File: src/uqpe_pkg.sv
// uqpe_pkg: shared types, constants and helper functions of the utf-16 query encoder
// no dependencies; imported by uqpe_front, uqpe_queue, uqpe_back and the top level
package uqpe_pkg;

    localparam logic [15:0] MAX_LENGTH_RESET = 16'd1500;

    // register index decoded from the configuration address
    localparam logic REG_MAX_LENGTH = 1'b0;

    localparam logic [20:0] REPLACEMENT_CP = 21'h00FFFD;
    localparam logic [20:0] SPACE_CP       = 21'h000020;

    localparam logic [6:0] PERCENT_CHAR = 7'h25;

    localparam int QUEUE_DEPTH = 4;
    localparam int QUEUE_AW    = $clog2(QUEUE_DEPTH);
    localparam int QUEUE_CW    = $clog2(QUEUE_DEPTH + 1);

    localparam logic [15:0][6:0] HEX_DIGITS = {
        7'h46, 7'h45, 7'h44, 7'h43, 7'h42, 7'h41, 7'h39, 7'h38,
        7'h37, 7'h36, 7'h35, 7'h34, 7'h33, 7'h32, 7'h31, 7'h30
    };

    // one code point to encode, or an empty end marker
    typedef struct packed {
        logic        mark;
        logic        last;
        logic [20:0] cp;
    } uqpe_entry_t;

    typedef struct packed {
        logic [1:0]      last_idx;
        logic [3:0][7:0] bytes;
    } uqpe_utf8_t;

    function automatic logic is_blank(input logic [15:0] cu);
        return cu inside {[16'h0009:16'h000D], 16'h0020, 16'h0085, 16'h00A0, 16'h1680,
                          [16'h2000:16'h200A], 16'h2028, 16'h2029, 16'h202F,
                          16'h205F, 16'h3000};
    endfunction

    function automatic logic keeps_byte(input logic [7:0] b);
        return b inside {[8'h41:8'h5A], [8'h61:8'h7A], [8'h30:8'h39],
                         8'h2D, 8'h2E, 8'h5F, 8'h7E};
    endfunction

    function automatic logic [6:0] hex_char(input logic [3:0] nib);
        return HEX_DIGITS[nib];
    endfunction

    function automatic uqpe_utf8_t utf8_encode(input logic [20:0] cp);
        uqpe_utf8_t r;
        r = '0;
        if (cp < 21'h80) begin
            r.bytes[0] = cp[7:0];
            r.last_idx = 2'd0;
        end else if (cp < 21'h800) begin
            r.bytes[0] = {3'b110, cp[10:6]};
            r.bytes[1] = {2'b10, cp[5:0]};
            r.last_idx = 2'd1;
        end else if (cp < 21'h10000) begin
            r.bytes[0] = {4'b1110, cp[15:12]};
            r.bytes[1] = {2'b10, cp[11:6]};
            r.bytes[2] = {2'b10, cp[5:0]};
            r.last_idx = 2'd2;
        end else begin
            r.bytes[0] = {5'b11110, cp[20:18]};
            r.bytes[1] = {2'b10, cp[17:12]};
            r.bytes[2] = {2'b10, cp[11:6]};
            r.bytes[3] = {2'b10, cp[5:0]};
            r.last_idx = 2'd3;
        end
        return r;
    endfunction

endpackage

File: src/uqpe_front.sv
// uqpe_front: whitespace folding, length limit and surrogate joining
// depends on uqpe_pkg; emits code point entries toward the queue
module uqpe_front (
    input  logic                  clk,
    input  logic                  rst_n,
    input  logic                  in_valid,
    output logic                  in_stall,
    input  logic [15:0]           code_unit,
    input  logic                  end_of_query,
    input  logic [15:0]           max_length,
    output logic                  push_valid,
    output uqpe_pkg::uqpe_entry_t push_entry,
    input  logic                  q_full
);
    import uqpe_pkg::*;

    logic        after_space_reg, after_space_next;
    logic        space_pending_reg, space_pending_next;
    logic        high_held_reg, high_held_next;
    logic [9:0]  held_high_reg, held_high_next;
    logic [15:0] units_kept_reg, units_kept_next;

    uqpe_entry_t pend_reg [2];
    uqpe_entry_t pend_next [2];
    logic [1:0]  pend_cnt_reg, pend_cnt_next;

    logic [3:0]  slot_v;
    logic [20:0] slot_cp [4];
    logic [20:0] unit_cp;
    uqpe_entry_t new_list [2];
    logic [2:0]  new_cnt;
    logic        accept;

    assign push_valid = (pend_cnt_reg != 2'd0) && !q_full;
    assign push_entry = pend_reg[0];
    assign in_stall   = (pend_cnt_reg > 2'd1) || ((pend_cnt_reg == 2'd1) && q_full);
    assign accept     = in_valid && !in_stall;

    // state update of one code unit
    always_comb
    begin
        after_space_next   = after_space_reg;
        space_pending_next = space_pending_reg;
        high_held_next     = high_held_reg;
        held_high_next     = held_high_reg;
        units_kept_next    = units_kept_reg;
        slot_v             = '0;
        unit_cp            = '0;
        if (is_blank(code_unit))
        begin
            slot_v[0]      = high_held_reg;
            high_held_next = 1'b0;
            held_high_next = '0;
            if (!after_space_reg)
            begin
                space_pending_next = 1'b1;
                after_space_next   = 1'b1;
            end
        end
        else
        begin
            after_space_next = 1'b0;
            if (space_pending_reg)
            begin
                space_pending_next = 1'b0;
                if (units_kept_next < max_length)
                begin
                    units_kept_next = units_kept_next + 16'd1;
                    slot_v[0]       = high_held_next;
                    high_held_next  = 1'b0;
                    held_high_next  = '0;
                    slot_v[1]       = 1'b1;
                end
            end
            if (units_kept_next < max_length)
            begin
                units_kept_next = units_kept_next + 16'd1;
                if (code_unit inside {[16'hD800:16'hDBFF]})
                begin
                    slot_v[0]      = slot_v[0] | high_held_next;
                    held_high_next = code_unit[9:0];
                    high_held_next = 1'b1;
                end
                else if (code_unit inside {[16'hDC00:16'hDFFF]})
                begin
                    if (high_held_next)
                    begin
                        unit_cp = 21'h10000 + {1'b0, held_high_next, code_unit[9:0]};
                    end
                    else
                    begin
                        unit_cp = REPLACEMENT_CP;
                    end
                    high_held_next = 1'b0;
                    held_high_next = '0;
                    slot_v[2]      = 1'b1;
                end
                else
                begin
                    slot_v[0]      = slot_v[0] | high_held_next;
                    high_held_next = 1'b0;
                    held_high_next = '0;
                    unit_cp        = {5'd0, code_unit};
                    slot_v[2]      = 1'b1;
                end
            end
        end
        if (end_of_query)
        begin
            slot_v[3]          = high_held_next;
            after_space_next   = 1'b1;
            space_pending_next = 1'b0;
            high_held_next     = 1'b0;
            held_high_next     = '0;
            units_kept_next    = '0;
        end
    end

    // compact the slots into at most two entries, in order
    always_comb
    begin
        slot_cp[0]  = REPLACEMENT_CP;
        slot_cp[1]  = SPACE_CP;
        slot_cp[2]  = unit_cp;
        slot_cp[3]  = REPLACEMENT_CP;
        new_list[0] = '0;
        new_list[1] = '0;
        new_cnt     = '0;
        for (int k = 0; k < 4; k++)
        begin
            if (slot_v[k] && (new_cnt < 3'd2))
            begin
                new_list[new_cnt[0]].cp = slot_cp[k];
                new_cnt = new_cnt + 3'd1;
            end
        end
        if (end_of_query)
        begin
            if (new_cnt == 3'd0)
            begin
                new_list[0].mark = 1'b1;
                new_list[0].last = 1'b1;
                new_cnt          = 3'd1;
            end
            else if (new_cnt == 3'd1)
            begin
                new_list[0].last = 1'b1;
            end
            else
            begin
                new_list[1].last = 1'b1;
            end
        end
    end

    always_comb
    begin
        pend_next[0]  = pend_reg[0];
        pend_next[1]  = pend_reg[1];
        pend_cnt_next = pend_cnt_reg;
        if (accept)
        begin
            pend_next[0]  = new_list[0];
            pend_next[1]  = new_list[1];
            pend_cnt_next = new_cnt[1:0];
        end
        else if (push_valid)
        begin
            pend_next[0]  = pend_reg[1];
            pend_cnt_next = pend_cnt_reg - 2'd1;
        end
    end

    always_ff @(posedge clk or negedge rst_n)
    begin
        if (!rst_n)
        begin
            after_space_reg   <= 1'b1;
            space_pending_reg <= 1'b0;
            high_held_reg     <= 1'b0;
            held_high_reg     <= '0;
            units_kept_reg    <= '0;
            pend_cnt_reg      <= '0;
        end
        else
        begin
            if (accept)
            begin
                after_space_reg   <= after_space_next;
                space_pending_reg <= space_pending_next;
                high_held_reg     <= high_held_next;
                held_high_reg     <= held_high_next;
                units_kept_reg    <= units_kept_next;
            end
            pend_cnt_reg <= pend_cnt_next;
        end
    end

    always_ff @(posedge clk)
    begin
        pend_reg[0] <= pend_next[0];
        pend_reg[1] <= pend_next[1];
    end

endmodule

File: src/uqpe_queue.sv
// uqpe_queue: small entry queue between front and back
// depends on uqpe_pkg for the entry type and depth
module uqpe_queue (
    input  logic                  clk,
    input  logic                  rst_n,
    input  logic                  push,
    input  uqpe_pkg::uqpe_entry_t push_entry,
    output logic                  full,
    input  logic                  pop,
    output uqpe_pkg::uqpe_entry_t pop_entry,
    output logic                  not_empty
);
    import uqpe_pkg::*;

    uqpe_entry_t           mem [QUEUE_DEPTH];
    logic [QUEUE_AW-1:0]   wr_ptr_reg, rd_ptr_reg;
    logic [QUEUE_CW-1:0]   count_reg, count_next;

    assign full      = (count_reg == QUEUE_CW'(QUEUE_DEPTH));
    assign not_empty = (count_reg != '0);
    assign pop_entry = mem[rd_ptr_reg];

    always_comb
    begin
        count_next = count_reg;
        if (push && !pop)
        begin
            count_next = count_reg + QUEUE_CW'(1);
        end
        else if (pop && !push)
        begin
            count_next = count_reg - QUEUE_CW'(1);
        end
    end

    always_ff @(posedge clk or negedge rst_n)
    begin
        if (!rst_n)
        begin
            wr_ptr_reg <= '0;
            rd_ptr_reg <= '0;
            count_reg  <= '0;
        end
        else
        begin
            if (push)
            begin
                wr_ptr_reg <= wr_ptr_reg + QUEUE_AW'(1);
            end
            if (pop)
            begin
                rd_ptr_reg <= rd_ptr_reg + QUEUE_AW'(1);
            end
            count_reg <= count_next;
        end
    end

    always_ff @(posedge clk)
    begin
        if (push)
        begin
            mem[wr_ptr_reg] <= push_entry;
        end
    end

endmodule

File: src/uqpe_back.sv
// uqpe_back: utf-8 expansion and percent escaping, one character per cycle while out_stall is low
// depends on uqpe_pkg; drains the queue and drives the output register
module uqpe_back (
    input  logic                  clk,
    input  logic                  rst_n,
    input  logic                  q_valid,
    input  uqpe_pkg::uqpe_entry_t q_entry,
    output logic                  q_pop,
    output logic                  out_valid,
    input  logic                  out_stall,
    output logic [6:0]            out_char,
    output logic                  char_valid,
    output logic                  last_of_query
);
    import uqpe_pkg::*;

    logic            busy_reg;
    logic [3:0][7:0] bytes_reg;
    logic [1:0]      last_idx_reg;
    logic [1:0]      byte_idx_reg;
    logic [1:0]      phase_reg;
    logic            mark_reg;
    logic            last_reg;

    logic            out_valid_reg;
    logic [6:0]      out_char_reg;
    logic            char_valid_reg;
    logic            last_of_query_reg;

    logic [7:0]      cur_byte;
    logic            keep;
    logic            byte_done;
    logic            entry_done;
    logic            out_load;
    logic            emit;
    logic [6:0]      ch;
    uqpe_utf8_t      enc;

    assign cur_byte   = bytes_reg[byte_idx_reg];
    assign keep       = keeps_byte(cur_byte);
    assign byte_done  = mark_reg || keep || (phase_reg == 2'd2);
    assign entry_done = mark_reg || (byte_done && (byte_idx_reg == last_idx_reg));
    assign out_load   = !out_valid_reg || !out_stall;
    assign emit       = busy_reg && out_load;
    assign q_pop      = q_valid && (!busy_reg || (emit && entry_done));
    assign enc        = utf8_encode(q_entry.cp);

    always_comb
    begin
        if (mark_reg)
        begin
            ch = '0;
        end
        else if (keep)
        begin
            ch = cur_byte[6:0];
        end
        else
        begin
            case (phase_reg)
                2'd0:    ch = PERCENT_CHAR;
                2'd1:    ch = hex_char(cur_byte[7:4]);
                default: ch = hex_char(cur_byte[3:0]);
            endcase
        end
    end

    always_ff @(posedge clk or negedge rst_n)
    begin
        if (!rst_n)
        begin
            busy_reg      <= 1'b0;
            byte_idx_reg  <= '0;
            phase_reg     <= '0;
            out_valid_reg <= 1'b0;
        end
        else
        begin
            if (q_pop)
            begin
                busy_reg     <= 1'b1;
                byte_idx_reg <= '0;
                phase_reg    <= '0;
            end
            else if (emit)
            begin
                if (entry_done)
                begin
                    busy_reg <= 1'b0;
                end
                else if (byte_done)
                begin
                    byte_idx_reg <= byte_idx_reg + 2'd1;
                    phase_reg    <= '0;
                end
                else
                begin
                    phase_reg <= phase_reg + 2'd1;
                end
            end
            if (out_load)
            begin
                out_valid_reg <= emit;
            end
        end
    end

    always_ff @(posedge clk)
    begin
        if (q_pop)
        begin
            bytes_reg    <= enc.bytes;
            last_idx_reg <= enc.last_idx;
            mark_reg     <= q_entry.mark;
            last_reg     <= q_entry.last;
        end
        if (emit)
        begin
            out_char_reg      <= ch;
            char_valid_reg    <= !mark_reg;
            last_of_query_reg <= last_reg && entry_done;
        end
    end

    assign out_valid     = out_valid_reg;
    assign out_char      = out_char_reg;
    assign char_valid    = char_valid_reg;
    assign last_of_query = last_of_query_reg;

endmodule

File: src/utf16_query_percent_encoder.sv
// utf16_query_percent_encoder: top level, configuration register and part wiring
// depends on uqpe_pkg, uqpe_front, uqpe_queue and uqpe_back
//
// Takes one utf-16 code unit per item and gives the percent-encoded utf-8
// text of the query, one ascii character per result item. Whitespace at
// both ends of a query is dropped and inner runs fold to one space, at most
// max_length normalized units are kept, surrogate pairs are joined and a
// lone surrogate turns into U+FFFD. The final result of a query carries
// last_of_query; a query that yields no character gives one empty marker
// (char_valid low, out_char zero). The front takes an item every cycle as
// long as that item yields at most one code point and the four-entry queue
// has room; an item yielding two code points stalls the input until the
// queue has taken the first of them. The back sends one character per
// cycle while out_stall is low, so a code point gives 1 to 12 characters
// (one or three for each of its 1 to 4 utf-8 bytes) and the sustained rate
// is set by this character sequencer. There is no clearing pass after
// reset. max_length sits at byte address 0 of the configuration port and
// resets to 1500; the user must write it only while idle, and the block
// itself does not enforce this.
module utf16_query_percent_encoder (
    input  logic        clk,
    input  logic        rst_n,
    // configuration port
    input  logic        psel,
    input  logic        penable,
    input  logic        pwrite,
    input  logic [2:0]  paddr,
    input  logic [31:0] pwdata,
    output logic [31:0] prdata,
    output logic        pready,
    // input items
    input  logic        in_valid,
    output logic        in_stall,
    input  logic [15:0] code_unit,
    input  logic        end_of_query,
    // result items
    output logic        out_valid,
    input  logic        out_stall,
    output logic [6:0]  out_char,
    output logic        char_valid,
    output logic        last_of_query
);
    import uqpe_pkg::*;

    logic [15:0] max_length_reg;
    logic        cfg_write;

    logic        push_valid;
    uqpe_entry_t push_entry;
    logic        q_full;
    logic        q_pop;
    uqpe_entry_t q_entry;
    logic        q_valid;

    // apb: zero wait states, register index in the word address
    assign pready    = 1'b1;
    assign cfg_write = psel && penable && pwrite && pready;
    assign prdata    = (paddr[2] == REG_MAX_LENGTH) ? {16'd0, max_length_reg} : '0;

    always_ff @(posedge clk or negedge rst_n)
    begin
        if (!rst_n)
        begin
            max_length_reg <= MAX_LENGTH_RESET;
        end
        else if (cfg_write && (paddr[2] == REG_MAX_LENGTH))
        begin
            max_length_reg <= pwdata[15:0];
        end
    end

    // front: classifies units and queues code points
    uqpe_front u_front (
        .clk          (clk),
        .rst_n        (rst_n),
        .in_valid     (in_valid),
        .in_stall     (in_stall),
        .code_unit    (code_unit),
        .end_of_query (end_of_query),
        .max_length   (max_length_reg),
        .push_valid   (push_valid),
        .push_entry   (push_entry),
        .q_full       (q_full)
    );

    // decouples the two sides so each can stall on its own
    uqpe_queue u_queue (
        .clk        (clk),
        .rst_n      (rst_n),
        .push       (push_valid),
        .push_entry (push_entry),
        .full       (q_full),
        .pop        (q_pop),
        .pop_entry  (q_entry),
        .not_empty  (q_valid)
    );

    // back: expands each code point into escaped characters
    uqpe_back u_back (
        .clk           (clk),
        .rst_n         (rst_n),
        .q_valid       (q_valid),
        .q_entry       (q_entry),
        .q_pop         (q_pop),
        .out_valid     (out_valid),
        .out_stall     (out_stall),
        .out_char      (out_char),
        .char_valid    (char_valid),
        .last_of_query (last_of_query)
    );

endmodule

File: config.mk
export PLATFORM = sky130hd
export DESIGN_NAME = utf16_query_percent_encoder
export DESIGN_NICKNAME = d
export VERILOG_FILES = /design/src/uqpe_pkg.sv /design/src/uqpe_front.sv /design/src/uqpe_queue.sv /design/src/uqpe_back.sv /design/src/utf16_query_percent_encoder.sv
export SDC_FILE = /design/constraint.sdc
export NUM_CORES = 1
export LEC_CHECK = 0
export BUFFER_PORTS_ARGS = -buffer_cell sky130_fd_sc_hd__buf_2
export CAP_MARGIN = 10
export CORE_MARGIN = 2
export CORE_UTILIZATION = 45
export DETAILED_ROUTE_END_ITERATION = 6
export GPL_TIMING_DRIVEN = 1
export PLACE_DENSITY_LB_ADDON = 0.15
export SYNTH_ARGS = -nofsm -noshare
export SYNTH_HDL_FRONTEND = slang
export SYNTH_SLANG_ARGS = --single-unit
File: constraint.sdc
create_clock -name clk -period 9.4 [get_ports clk]
set_input_delay 1.41 -clock clk [delete_from_list [all_inputs] [get_ports clk]]
set_output_delay 1.41 -clock clk [all_outputs]
set_load 0.01 [all_outputs]
==> flow_summary.ini <==
[final_layout]
multi_input_area_um2 = 5324
fin_util_pct = 51.31
instances_no_fill = 1520
drive_above_1_share_pct = 18.65
finalNetCount = 1237
final_common_cell = edfxtp_1
nFillCells = 2472
largest_reg_flops = 92
seq_area_um2 = 6857
syn2layout_area_growth_pct = 12.31
design_area_um2 = 14250
diodes = 0
final_cell_mix = edfxtp_1 (178), nor2_1 (106), nand2_1 (68)

[detailed_routing]
wl_met3_um = 849
drc = 0
routedWlPerCell_um = 16.94
top_layer = met4
vias = 8284
drt-initial-drc-count = 493
ant_nets = 0
wl_met2_um = 12860
drt_pass1_iterations = 5
wl_met1_um = 11610
drt-total-wl_um = 25750
vias_per_cell = 5.450

[global_route]
grt_pass1_wl_um = 42560
grt_pass1_vias = 8121
grt_use_total_pct = 17.97
antenna_found_initial = 0
grt_max_degree = 61
overflow = 0

[setup_path]
critPathKind = flip-flop to flip-flop
start_kind = flip-flop
max_stage_delay_ns = 0.79
crit_buf_inv = 3
reg2regPathDepth = 25
cp_slowest_cell = a211oi_2
cp_num_cells = 25
crit_top_cell = ha_1
required_ns = 9.61
critPathArrivalTime_ns = 7.38
critPathTopFamily = compound AO/OA/AOI/OAI gates
crit_fanout = 22
crit_path_end_kind = flip-flop

[outcome]
status = finished clean

[sta]
min_period_ns = 7.165
finalHoldViolCount = 0
fin_crit_sh_pct = 76.22
fmax_mhz = 139.6
slew_headroom_pct = 37.74
fin_skew_ns = 0.009952
worstMarginPinSlew_ns = 0.9322
setup_viol = 0
fin_ws_ns = 2.235
slew_viol_final = 0
setup_tns_ns = 0
rsz0062_at_grt = false

[die]
io_pins = 103
start_util_pct = 45.68
die-area_um2 = 29560
dieWidth_um = 171.9
coreArea_um2 = 27780
num_rows = 61
die_h_um = 171.9

[synth]
synth-edff-count = 178
syn-instance-count = 1065
ys_types = 88
syn_area_um2 = 12690
avgSynthCellArea_um2 = 11.92
synth_seq_cells = 238
postSynth.topFlopCell = edfxtp_1
seq_area_frac_synth_pct = 54.03
async_flop_share_pct = 25.21
yosys_warnings = 0

[clock_tree]
clock-sinks = 238
clkTransAtPathRegs_ns = 0.06
cts_root_buffer = clkbuf_16
cts_buffers = 26
post-cts-setup-buffer-count = 0
cts_tree = done
cts_resized = 0
hold_buffers = 0
cts_buffer_depth = 3
htreeDepth = 1
clock_latency_ns = 0.53

[placed_design]
hpwlAfterDp_um = 18330
port_buffers = 67
gp_congestion = 0.8358
place_area_um2 = 13300
place_inst = 1472
post-place-ws_ns = 2.320

[worst_hold_path]
min_path_cells = 1
worstHoldPathType = flip-flop to flip-flop

[pwr]
peakVddDrop_mv = 0.1728
pwr_density_cell_nw_per_um2 = 316.3
p_leak_nw = 5.507

[job]
cap_violations = 0
[cell families (layout without fill, tap and decap cells)]
kind of cell	Yosys count	count (layout)	synth area share [%]
AOI/OAI and AO/OA	219	219	11.88
xor gates and xnor gates	34	34	2.346
adders and majority gates	56	56	5.639
buffers and inverters	121	183	4.466
DFF	238	238	54.03
muxes	59	59	7.789
other	2	17	0.05918
and+or+nand+nor	336	336	13.79
[final timing paths]
check                                                          start                              endpoint  slack [ns]
max in group asynchronous                                      rst_n     u_front.high_held_reg$_DFFE_PN0P_        7.81
min in group asynchronous                                      rst_n         max_length_reg[5]$_DFFE_PN0P_        1.05
worst max register to register         max_length_reg[7]$_DFFE_PN1P_      u_front.pend_reg[0][6]$_DFFE_PP_        2.23
worst min-delay path            u_front.held_high_reg[4]$_DFFE_PN0P_  u_front.held_high_reg[4]$_DFFE_PN0P_        0.50
worst min register to register  u_front.held_high_reg[4]$_DFFE_PN0P_  u_front.held_high_reg[4]$_DFFE_PN0P_        0.50
worst max-delay path                   max_length_reg[7]$_DFFE_PN1P_      u_front.pend_reg[0][6]$_DFFE_PP_        2.23
[worst reg2reg max path: cells and delay by family (launching register included)]
family,cells,cell delay (ns)
adder cells (fa/ha/maj),4,1.33
buffers and inverters,3,0.47
AND/OR/NAND/NOR,9,1.79
AO/OA/AOI/OAI,8,2.56
flip-flops,1,0.52
XOR/XNOR,1,0.19
[layout make-up]
class                           instances  share of cell area (%)
Clock buffer                           31                   4.907
Clock inverter                         17                   1.808
Inverter                               54                   1.422
Multi-Input combinational cell        721                   37.35
Sequential cell                       238                   48.10
Tap cell                              378                   3.318
Timing Repair Buffer                   81                   3.090
[synthesized netlist by cell type, types with 7 or more instances]
cell	number	area, µm²
edfxtp_1	178	5345
nor2_1	106	397.9
nand2_1	68	255.2
o21ai_0	65	325.3
ha_1	54	675.7
dfrtp_1	52	1301
inv_1	50	187.7
a21oi_1	46	230.2
mux4_2	30	675.7
clkbuf_1	26	97.59
xnor2_1	22	192.7
buf_4	19	142.6
and2_1	18	112.6
nand3_1	18	90.09
a22o_1	17	148.9
mux2_2	17	191.4
buf_2	15	75.07
nor4_1	14	87.58
a211oi_1	13	97.59
nor3_1	13	65.06
nand4_1	12	75.07
xor2_1	12	105.1
a31oi_1	11	68.82
mux2i_1	11	110.1
nor3b_1	10	75.07
and3_1	9	56.30
dfstp_2	8	210.2
nand2b_1	8	50.05
o31ai_1	8	60.06
or2_2	8	50.05
or3_1	8	50.05
nor2b_1	7	43.79
[per-layer routing]
metal,track usage (%),vias up
met5,0,-
met3,2.426,34
met4,3.544,0
met2,31.38,136
met1,24.18,4047
li1,-,4067
[report_power, final]
group          switching [mW]  internal [mW]
Sequential              0.184           1.69
Combinational           0.900          0.614
Clock                   0.417          0.698
Total                    1.50           3.01
[stage by stage]
stage | hold slack (ns) | power [mW]
3_3_place_gp | 0.4792 | 3.401
6_report | 0.4984 | 4.508
5_1_grt | 0.5188 | 4.814
2_1_floorplan | 0.4587 | 2.997
4_1_cts | 0.4969 | 4.570
3_5_place_dp | 0.4803 | 3.435
(Power assumes the default switching activity.)
